File: src/rtl/csb_queue.sv
// Short first-in first-out queue between the front and back parts.
// Depends on nothing; depth must be a power of two.
`default_nettype none

module csb_queue #(
   parameter int WIDTH = 8,
   parameter int DEPTH = 4
) (
   input  wire logic             clock,
   input  wire logic             reset,
   input  wire logic             push,
   input  wire logic [WIDTH-1:0] push_data,
   output logic                  full,
   input  wire logic             pop,
   output logic      [WIDTH-1:0] pop_data,
   output logic                  empty
);

   localparam int PW = $clog2(DEPTH);
   localparam int NW = $clog2(DEPTH + 1);

   logic [WIDTH-1:0] slots_ff [DEPTH];
   logic [PW-1:0]    wr_ptr_ff, wr_ptr_in;
   logic [PW-1:0]    rd_ptr_ff, rd_ptr_in;
   logic [NW-1:0]    count_ff, count_in;

   always_comb begin
      wr_ptr_in = wr_ptr_ff;
      rd_ptr_in = rd_ptr_ff;
      count_in  = count_ff;
      if (push) begin
         wr_ptr_in = wr_ptr_ff + PW'(1);
      end
      if (pop) begin
         rd_ptr_in = rd_ptr_ff + PW'(1);
      end
      if (push && !pop) begin
         count_in = count_ff + NW'(1);
      end else if (pop && !push) begin
         count_in = count_ff - NW'(1);
      end
   end

   always_ff @(posedge clock) begin
      if (push) begin
         slots_ff[wr_ptr_ff] <= push_data;
      end
      if (reset) begin
         wr_ptr_ff <= '0;
         rd_ptr_ff <= '0;
         count_ff  <= '0;
      end else begin
         wr_ptr_ff <= wr_ptr_in;
         rd_ptr_ff <= rd_ptr_in;
         count_ff  <= count_in;
      end
   end

   assign full     = (count_ff == NW'(DEPTH));
   assign empty    = (count_ff == '0);
   assign pop_data = slots_ff[rd_ptr_ff];

endmodule

`default_nettype wire

File: config.mk
export PLATFORM = sky130hd
export DESIGN_NAME = csb_queue
export DESIGN_NICKNAME = d
export VERILOG_FILES = /design/src/rtl/csb_queue.sv
export SDC_FILE = /design/constraint.sdc
export NUM_CORES = 1
export LEC_CHECK = 0
export BUFFER_PORTS_ARGS = -buffer_cell sky130_fd_sc_hd__buf_2
export CORE_UTILIZATION = 50
export CTS_BUF_LIST = sky130_fd_sc_hd__clkbuf_16
export DETAILED_ROUTE_END_ITERATION = 8
export PLACE_DENSITY_LB_ADDON = 0.15
export SLEW_MARGIN = 5
export SYNTH_ARGS = -nofsm -noshare
export SYNTH_HDL_FRONTEND = slang
export SYNTH_SLANG_ARGS = --single-unit
File: constraint.sdc
create_clock -name clock -period 1.78 [get_ports clock]
set_clock_uncertainty 0.05 [all_clocks]
set_input_delay 0.356 -clock clock [delete_from_list [all_inputs] [get_ports clock]]
set_output_delay 0.356 -clock clock [all_outputs]
set_load 0.1 [all_outputs]
==> flow_summary.json <==
{
  "outcome": "finished, violations left",
  "violations": "negative setup slack",
  "drive_above_1_share_pct": 36.4,
  "numPlacedInstances": 154,
  "crit_path_start_kind": "register",
  "synth.top_cell.area_share_pct": 60.6,
  "layout-area-overhead-vs-synth_pct": 25.5,
  "vias": 794,
  "htreeDepth": 2,
  "max_clock_freq_mhz": 531,
  "fp.coreArea_um2": 3030,
  "pwr_density_cell_nw_per_um2": 1270,
  "fill_cells": 218,
  "grt-ovfl-total": 0,
  "report.final.hold_viol_count": 0,
  "postCtsHoldBufs": 0,
  "tritoncts.num_buffers": 5,
  "syn_inst": 86,
  "cts.root.buffer_cell": "sky130_fd_sc_hd__clkbuf_16",
  "viasPerCell": 4.90,
  "routed_wl_um": 2300,
  "initial_core_utilization_pct": 52.4,
  "first_global_vias": 772,
  "cts_tree": "yes",
  "fin_nets": 135,
  "synth_edf_count": 32,
  "static-leakage-power_nw": 0.751,
  "cp_data_arrival_time_ns": 1.48,
  "crit_type": "reg -> out",
  "port_buffers": 21,
  "timing_worst_slew_pin_value_ns": 0.484,
  "ioPinCount": 22,
  "post_synth_num_cell_types": 20,
  "dp_hpwl_um": 1590,
  "floorplan.die.width_um": 58.3,
  "antenna_found_initial": 0,
  "die_height_um": 58.3,
  "final_max_slew_viol_count": 0,
  "utilization_pct": 65.7,
  "ys_seq_elements": 41,
  "synth-async-reset-ratio_pct": 0,
  "cts_buffer_depth": 2,
  "yosysMostFrequentCell": "sky130_fd_sc_hd__edfxtp_1",
  "detailed_place.area_um2": 1790,
  "diodes": 0,
  "timing.final.crit_share_pct": 106,
  "syn-num-nets": 104,
  "all_layer_global_routing_usage_pct": 15.9,
  "netlist.top_cell.by_area": "sky130_fd_sc_hd__edfxtp_1",
  "cp-end-kind": "output port",
  "die_area_um2": 3400,
  "fin_crit_ns": 1.88,
  "design_area_um2": 1990,
  "cts.repair_timing.setup_buffer_count": 0,
  "hold_path_class": "in -> reg",
  "dr.first_iter.drc_count": 20,
  "synthesis.yosys.warnings": 0,
  "worst-endpoint-required_ns": 1.37,
  "worst_slew_margin_rel_pct": 68.0,
  "grt_pass1_wl_um": 3640,
  "finish.cell_count_without_fillers": 162,
  "clkSinkCount": 41,
  "ir_drop_uv": 602,
  "timing.final.setup_violations": 8,
  "seq_area_frac_synth_pct": 71.9,
  "power.total_mw": 2.53,
  "clock_latency_ns": 0.27,
  "max_cap_violations": 0,
  "synth_top_cells_by_count": "sky130_fd_sc_hd__edfxtp_1, sky130_fd_sc_hd__dfxtp_1, sky130_fd_sc_hd__mux4_2",
  "maximum_number_of_pins_on_one_net_before_global_route_repair": 13,
  "placement_rows": 20,
  "drcViolationCount": 0,
  "grt_setup_unrepaired": "yes",
  "max_fo_critical_path": 8,
  "detail_route.first_pass.iterations": 4,
  "route.antenna.remaining_nets": 0,
  "routedWlPerCell_um": 14.2,
  "post_synth_main_area_contributors": "sky130_fd_sc_hd__edfxtp_1, sky130_fd_sc_hd__dfxtp_1, sky130_fd_sc_hd__mux4_2",
  "synth-main-ff-cell": "sky130_fd_sc_hd__edfxtp_1",
  "worst_setup_hold_path_clk_slew_ns": 0.06,
  "post-route-worst-setup-slack_ns": -0.103,
  "post_synth.cell_area_avg_um2": 18.4,
  "syn_area_um2": 1590,
  "gp_routability_congestion": 0.654
}
## layout make-up
type	count	area [um2]	share of cell area, %
Clock buffer	5	125	6.29
Clock inverter	3	11.3	0.566
Inverter	4	15.0	0.754
Multi-Input combinational cell	38	420	21.1
Sequential cell	41	1140	57.4
Tap cell	44	55.1	2.77
Timing Repair Buffer	27	221	11.1
## kinds of logic after synthesis
logic type      after synthesis  synth area share, %
fa+ha+maj                     6                 5.21
mux                          10                 12.6
flops                        41                 71.9
buf+inv                       7                 2.21
simple gates                 15                 4.65
compound gates                2                0.630
xor+xnor                      5                 2.76
## layout by cell type (no fill, tap or decap), types with 2 or more instances in the layout
cell type,n
sky130_fd_sc_hd__edfxtp_1,32
sky130_fd_sc_hd__buf_2,13
sky130_fd_sc_hd__mux4_2,8
sky130_fd_sc_hd__dfxtp_1,8
sky130_fd_sc_hd__nor2_1,7
sky130_fd_sc_hd__buf_6,7
sky130_fd_sc_hd__inv_1,6
sky130_fd_sc_hd__ha_1,5
sky130_fd_sc_hd__clkbuf_16,5
sky130_fd_sc_hd__buf_4,5
sky130_fd_sc_hd__and2_1,4
sky130_fd_sc_hd__xor2_1,3
sky130_fd_sc_hd__xnor2_1,2
sky130_fd_sc_hd__mux2i_1,2
sky130_fd_sc_hd__buf_12,2
## path summary, 6_finish.rpt
path	startpoint	endpoint	slack [ns]	depth (start not counted)
max	register	pop_data[7]	-0.10	3
min	push_data[4]	slots_ff[2][4]	0.24	1
max reg2reg	count_ff[0]	count_ff[2]	0.21	4
min reg2reg	rd_ptr_ff[1]	rd_ptr_ff[1]	0.48	2
## per-stage QoR
stage          setup slack [ns]  setup TNS (ns)  hold slack [ns]
2_1_floorplan            -0.205          -0.403            0.405
3_3_place_gp            0.00650               0            0.445
3_5_place_dp            -0.0995         -0.0995            0.470
4_1_cts                  -0.116          -0.775            0.241
5_1_grt                  -0.151           -1.01            0.246
6_report                 -0.103          -0.644            0.243
## report_power, final
| group | switching, mW | internal [mW] | leakage [nW] |
|---|---|---|---|
| registers | 0.0341 | 1.10 | 0.369 |
| logic | 0.400 | 0.178 | 0.309 |
| clock network | 0.314 | 0.503 | 0.0738 |
## state kept, by name (all words and copies together), names as in the netlist, named ones only
register / count
slots_ff: 32
count_ff: 3
rd_ptr_ff: 2
wr_ptr_ff: 2
## routing by layer
layer | routed length, um | vias to the layer above | GRT usage (%)
li1 | - | 380 | -
met5 | 0 | - | 0
met4 | 56 | 0 | 10.2
met1 | 949 | 383 | 19.4
met2 | 1190 | 24 | 24.3
met3 | 101 | 7 | 5.49
## worst max-delay path: stages (launching register included)
cell and delay (ns):
sky130_fd_sc_hd__dfxtp_2 0.33, sky130_fd_sc_hd__buf_12 0.14, sky130_fd_sc_hd__mux4_2 0.54, sky130_fd_sc_hd__buf_12 0.19
## timing repair
item                                    in CTS  in global routing
pin swaps                                    0                  0
resized for setup                           19                  0
endpoints found under the setup margin       8                  8
No activity file was read; power rests on OpenSTA's default activity.
