--- config.mk ---
export PLATFORM = sky130hd
export DESIGN_NAME = csb_front
export DESIGN_NICKNAME = d
export VERILOG_FILES = /design/src/rtl/csb_pkg.sv /design/src/rtl/csb_front.sv
export SDC_FILE = /design/constraint.sdc
export NUM_CORES = 1
export LEC_CHECK = 0
export ABC_AREA = 0
export BUFFER_PORTS_ARGS = -buffer_cell sky130_fd_sc_hd__buf_2
export CAP_MARGIN = 30
export CORE_MARGIN = 5
export CORE_UTILIZATION = 48
export DETAILED_ROUTE_END_ITERATION = 16
export PLACE_DENSITY = 0.84
export SETUP_SLACK_MARGIN = 0.05
export SYNTH_ARGS = -nofsm -noshare
export SYNTH_HDL_FRONTEND = slang
export SYNTH_SLANG_ARGS = --single-unit
--- constraint.sdc ---
create_clock -name clock -period 3.9 [get_ports clock]
set_input_delay 0.78 -clock clock [delete_from_list [all_inputs] [get_ports clock]]
set_output_delay 0.78 -clock clock [all_outputs]
set_load 0.02 [all_outputs]
--- src/rtl/csb_pkg.sv ---
// Shared constants for the column spread strip bounds block.
// Used by csb_front, csb_back, the top level and the testbench; depends on nothing.
`default_nettype none

package csb_pkg;

   localparam int DEFAULT_MAX_COLUMNS = 1024;
   localparam int DEFAULT_MAX_ROWS    = 256;

   localparam int PIXEL_WIDTH        = 8;
   localparam int EDGE_WIDTH         = 10;
   localparam int COLUMN_COUNT_WIDTH = 11;
   localparam int ROW_COUNT_WIDTH    = 9;
   localparam int CSR_INDEX_WIDTH    = 2;
   localparam int CSR_DATA_WIDTH     = 11;

   localparam logic [CSR_INDEX_WIDTH-1:0] CSR_COLUMN_COUNT = CSR_INDEX_WIDTH'(0);
   localparam logic [CSR_INDEX_WIDTH-1:0] CSR_ROW_COUNT    = CSR_INDEX_WIDTH'(1);

   localparam logic [COLUMN_COUNT_WIDTH-1:0] COLUMN_COUNT_RESET = COLUMN_COUNT_WIDTH'(1024);
   localparam logic [ROW_COUNT_WIDTH-1:0]    ROW_COUNT_RESET    = ROW_COUNT_WIDTH'(20);

   localparam int MIN_BAND_ROWS    = 20;
   localparam int FLAT_RUN_TO_STOP = 25;
   localparam int THRESHOLD_SHIFT  = 4;
   localparam int QUEUE_DEPTH      = 4;

endpackage

`default_nettype wire

--- src/rtl/csb_front.sv ---
// Front part: configuration registers, pixel intake and column/row tracking.
// Each accepted pixel is tagged with its column, first-row and band-end marks.
// Depends on csb_pkg.
`default_nettype none

module csb_front
   import csb_pkg::*;
#(
   parameter int MAX_COLUMNS = DEFAULT_MAX_COLUMNS,
   parameter int MAX_ROWS    = DEFAULT_MAX_ROWS,
   localparam int XW = $clog2(MAX_COLUMNS),
   localparam int CW = $clog2(MAX_COLUMNS + 1),
   localparam int RW = $clog2(MAX_ROWS),
   localparam int HW = $clog2(MAX_ROWS + 1),
   localparam int EW = HW + 2 + XW + PIXEL_WIDTH
) (
   input  wire logic                       clock,
   input  wire logic                       reset,
   input  wire logic                       req_valid,
   output logic                            req_ready,
   input  wire logic [PIXEL_WIDTH-1:0]     req_pixel,
   input  wire logic                       csr_valid,
   output logic                            csr_ready,
   input  wire logic [CSR_INDEX_WIDTH-1:0] csr_index,
   input  wire logic [CSR_DATA_WIDTH-1:0]  csr_wdata,
   output logic      [CW-1:0]              cols,
   output logic                            q_push,
   output logic      [EW-1:0]              q_data,
   input  wire logic                       q_full
);

   localparam int CCW = (CW > COLUMN_COUNT_WIDTH) ? CW : COLUMN_COUNT_WIDTH;
   localparam int RCW = (HW > ROW_COUNT_WIDTH) ? HW : ROW_COUNT_WIDTH;

   logic [COLUMN_COUNT_WIDTH-1:0] column_count_ff, column_count_in;
   logic [ROW_COUNT_WIDTH-1:0]    row_count_ff, row_count_in;
   logic [XW-1:0]                 col_ff, col_in;
   logic [RW-1:0]                 row_ff, row_in;

   logic [CCW-1:0] col_reg_w;
   logic [RCW-1:0] row_reg_w;
   logic [CW-1:0]  cols_w;
   logic [HW-1:0]  rows_w;
   logic [CW-1:0]  col_next;
   logic [HW-1:0]  done_rows;
   logic           accept;
   logic           row_end;
   logic           band_end;

   always_comb begin
      col_reg_w = CCW'(column_count_ff);
      row_reg_w = RCW'(row_count_ff);
      if (col_reg_w == '0) begin
         cols_w = CW'(1);
      end else if (col_reg_w > CCW'(MAX_COLUMNS)) begin
         cols_w = CW'(MAX_COLUMNS);
      end else begin
         cols_w = CW'(col_reg_w);
      end
      if (row_reg_w == '0) begin
         rows_w = HW'(1);
      end else if (row_reg_w > RCW'(MAX_ROWS)) begin
         rows_w = HW'(MAX_ROWS);
      end else begin
         rows_w = HW'(row_reg_w);
      end

      accept    = req_valid && !q_full;
      col_next  = CW'(col_ff) + CW'(1);
      row_end   = (col_next >= cols_w);
      done_rows = HW'(row_ff) + HW'(1);
      band_end  = row_end && (done_rows >= rows_w);

      col_in = col_ff;
      row_in = row_ff;
      if (accept) begin
         if (row_end) begin
            col_in = '0;
            row_in = band_end ? '0 : RW'(done_rows);
         end else begin
            col_in = XW'(col_next);
         end
      end

      column_count_in = column_count_ff;
      row_count_in    = row_count_ff;
      if (csr_valid) begin
         case (csr_index)
            CSR_COLUMN_COUNT: begin
               column_count_in = COLUMN_COUNT_WIDTH'(csr_wdata);
            end
            CSR_ROW_COUNT: begin
               row_count_in = csr_wdata[ROW_COUNT_WIDTH-1:0];
            end
            default: begin
            end
         endcase
      end
   end

   always_ff @(posedge clock) begin
      if (reset) begin
         column_count_ff <= COLUMN_COUNT_RESET;
         row_count_ff    <= ROW_COUNT_RESET;
         col_ff          <= '0;
         row_ff          <= '0;
      end else begin
         column_count_ff <= column_count_in;
         row_count_ff    <= row_count_in;
         col_ff          <= col_in;
         row_ff          <= row_in;
      end
   end

   assign req_ready = !q_full;
   assign csr_ready = 1'b1;
   assign cols      = cols_w;
   assign q_push    = accept;
   assign q_data    = {done_rows, band_end, (row_ff == '0), col_ff, req_pixel};

endmodule

`default_nettype wire

==> flow_metrics.env <==
export IMPL_status="finished, final reports clean"
export IMPL_cts_path_max_buffers=2
export IMPL_ff_latch_area_sq_um=763.2
export IMPL_synth_ff_type="dfxtp_1"
export IMPL_cts_htree_levels=2
export IMPL_n_antenna_cell=0
export IMPL_start_util=0.4901
export IMPL_critPathMaxStageDelay_ns=0.39
export IMPL_ys_types=45
export IMPL_cts_tree="built"
export IMPL_setup_slack_ns=0.2689
export IMPL_grt_pass1_vias=2237
export IMPL_p_leak_uw=0.001331
export IMPL_dp_hpwl_um=4770
export IMPL_synth_edff_count=0
export IMPL_cp_depth=10
export IMPL_rsz0062_at_grt="no"
export IMPL_final_common_cell="buf_2"
export IMPL_ir_worst_vdd_mv=0.2409
export IMPL_core_sq_um=5075
export IMPL_slew_headroom=0.5445
export IMPL_multiInputGateArea_sq_um=1509
export IMPL_synth_nets=349
export IMPL_period_needed_ns=3.631
export IMPL_worst_slew_pin_slew_ns=0.6833
export IMPL_portBuffers=51
export IMPL_core_rowCount=26
export IMPL_cp_slowest_cell="dfxtp_1"
export IMPL_netlist_area_sq_um=2487
export IMPL_crit_fanout=10
export IMPL_grt_usage=0.1944
export IMPL_grt_max_degree=37
export IMPL_die_area_sq_um=6722
export IMPL_yosysWarningCount=0
export IMPL_syn_mean_instance_area_sq_um=8.291
export IMPL_overflow=0
export IMPL_grt_pass1_wl_um=10220
export IMPL_critPathLaunch="row_ff[0]"
export IMPL_pre_cts_ws_ns=0.5401
export IMPL_setup_violations=0
export IMPL_area_growth_pct=12.27
export IMPL_finalHoldViolCount=0
export IMPL_drt_initial_drc_count=139
export IMPL_skew_ns=0.005169
export IMPL_cts_buffers_inserted=5
export IMPL_p_total_uw=753.4
export IMPL_via_per_inst=5.518
export IMPL_crit_chain="ha_1 -> nand3_1 -> nor2_1 -> xor2_1 -> ha_1 -> and3_1 -> o21ai_0 -> o211a_1 -> nor2_1 -> buf_2"
export IMPL_gp_congestion=0.8124
export IMPL_cp_endpoint="q_data[19]"
export IMPL_r2r_end="row_ff[3]"
export IMPL_maxCapViolCount=0
export IMPL_rrSetupSlack_ns=0.96
export IMPL_async_reset_ff_frac=0
export IMPL_drive_above_1_share=0.2107
export IMPL_r2r_start="col_ff[2]"
export IMPL_clk_pin_slew_ns=0.07
export IMPL_syn_instance_count=300
export IMPL_p_per_area_nw_per_um2=269.8
export IMPL_path_delay_family="simple AND/OR/NAND/NOR gates"
export IMPL_synth_seq_cells=38
export IMPL_num_io_pins=69
export IMPL_route_detailed_drc=0
export IMPL_fmax_mhz=275.4
export IMPL_critPathRequiredTime_ns=3.12
export IMPL_cts_sinks=38
export IMPL_wire_per_inst_um=15.23
export IMPL_fin_nets=386
export IMPL_maxSlewViolCount=0
export IMPL_crit_path_end_kind="output pin"
export IMPL_routed_wl_um=6199
export IMPL_mostFrequentLayoutCells="buf_2 (51), dfxtp_1 (36), nand2_1 (35)"
export IMPL_min_path_type="flop to flop"
export IMPL_vias=2246
export IMPL_fillers=496
export IMPL_yosysSeqAreaShare=0.3058
export IMPL_reg2reg_depth=12
export IMPL_ant_nets=0
export IMPL_worstSkewPairLatency_ns=0.29
export IMPL_arrival_ns=2.85
export IMPL_cts_root_buf="clkbuf_8"
export IMPL_setup_tns_ns=0
export IMPL_critPathKind="flop to output pin"
export IMPL_die_h_um=81.99
export IMPL_period_share=0.9310
export IMPL_cp_num_buf_inv=1
export IMPL_antenna_found_initial=0
export IMPL_die_w_um=81.99
export IMPL_drt_first_pass_iters=4
export IMPL_startpoint_type="flop"
export IMPL_hold_buffers=0
==> routing by layer <==
| metal | share of wire | GRT usage | wire, um | vias to the layer above |
|---|---|---|---|---|
| met2 | 0.49 | 0.3255 | 3046 | 67 |
| li1 | - | - | - | 1116 |
| met3 | 0.060 | 0.03618 | 371 | 16 |
| met5 | 0 | 0 | 0 | - |
| met1 | 0.43 | 0.2458 | 2649 | 1047 |
| met4 | 0.021 | 0.07475 | 131 | 0 |
==> how the worst min path moves through the flow <==
| stage | startpoint | to | cells after the start |
|---|---|---|---|
| after floorplan | row_count_ff[0] | row_count_ff[0] | 2 |
| after global routing | col_ff[3] | col_ff[3] | 2 |
| after global placement | col_ff[5] | col_ff[5] | 2 |
| after detailed placement | col_ff[4] | col_ff[4] | 2 |
| final | col_ff[3] | col_ff[3] | 2 |
| after CTS | col_ff[5] | col_ff[5] | 2 |
==> cells by family after synthesis <==
| group | synth area share |
|---|---|
| xor+xnor | 0.04930 |
| compound gates | 0.1424 |
| buf+inv | 0.08954 |
| simple gates | 0.2234 |
| flops | 0.3058 |
| fa+ha+maj | 0.1157 |
| other cells | 0.001508 |
| mux | 0.07243 |
==> tightest hold or removal path: stages, from the launching register on <==
cell     delay [ns]
dfxtp_2        0.35
nand2_1        0.06
a21oi_1        0.05
==> through the flow <==
step	utilization	hold WS [ns]	cell area (sq um)	cells
after floorplan	-	0.4642	2487	300
after global placement	0.5316	0.4843	2698	399
after detailed placement	0.5338	0.4949	2709	400
after CTS	0.5488	0.5044	2785	407
after global routing	0.5503	0.5348	2793	407
final	0.5503	0.4967	2793	407
==> cells in the mapped netlist (2+ instances only) <==
cell,instances,area share
and2_1,2,0.0050
buf_6,2,0.0091
nand2_1,35,0.053
xor2_1,3,0.011
dfxtp_1,38,0.31
clkbuf_1,8,0.012
nand3_1,14,0.028
a21oi_1,20,0.040
nand4_1,9,0.023
and4_1,2,0.0070
clkinv_1,3,0.0045
and3_1,5,0.013
nor4_1,6,0.015
a21o_1,5,0.015
a31o_1,3,0.011
xnor2_1,11,0.039
buf_4,10,0.030
o211ai_1,2,0.0060
mux2i_1,18,0.072
nor3_1,4,0.0080
buf_2,4,0.0080
inv_1,17,0.026
o21ai_0,12,0.024
ha_1,23,0.12
nor2_1,24,0.036
==> layout make-up <==
| type | count | area share |
|---|---|---|
| Tap cell | 70 | 0.03136 |
| Inverter | 20 | 0.02688 |
| Multi-Input combinational cell | 218 | 0.5403 |
| Timing Repair Buffer | 54 | 0.1008 |
| Clock buffer | 7 | 0.02733 |
| Sequential cell | 38 | 0.2733 |
==> state kept, by name, summed over array words and instances (netlist names) <==
register,count
row_ff,8
col_ff,10
row_count_ff,9
col_reg_w,11
==> timing repair <==
action                     CTS  global route
setup endpoints to repair    0             1
setup buffers                0             0
hold endpoints to repair     0             0
gates resized for setup      0             3
==> report_power, final <==
| part | internal (uW) | switching [uW] |
|---|---|---|
| Sequential | 396 | 8.44 |
| Combinational | 35.9 | 59.7 |
| Clock | 123 | 130 |
Note: power is estimated with default switching activity, not from simulation.
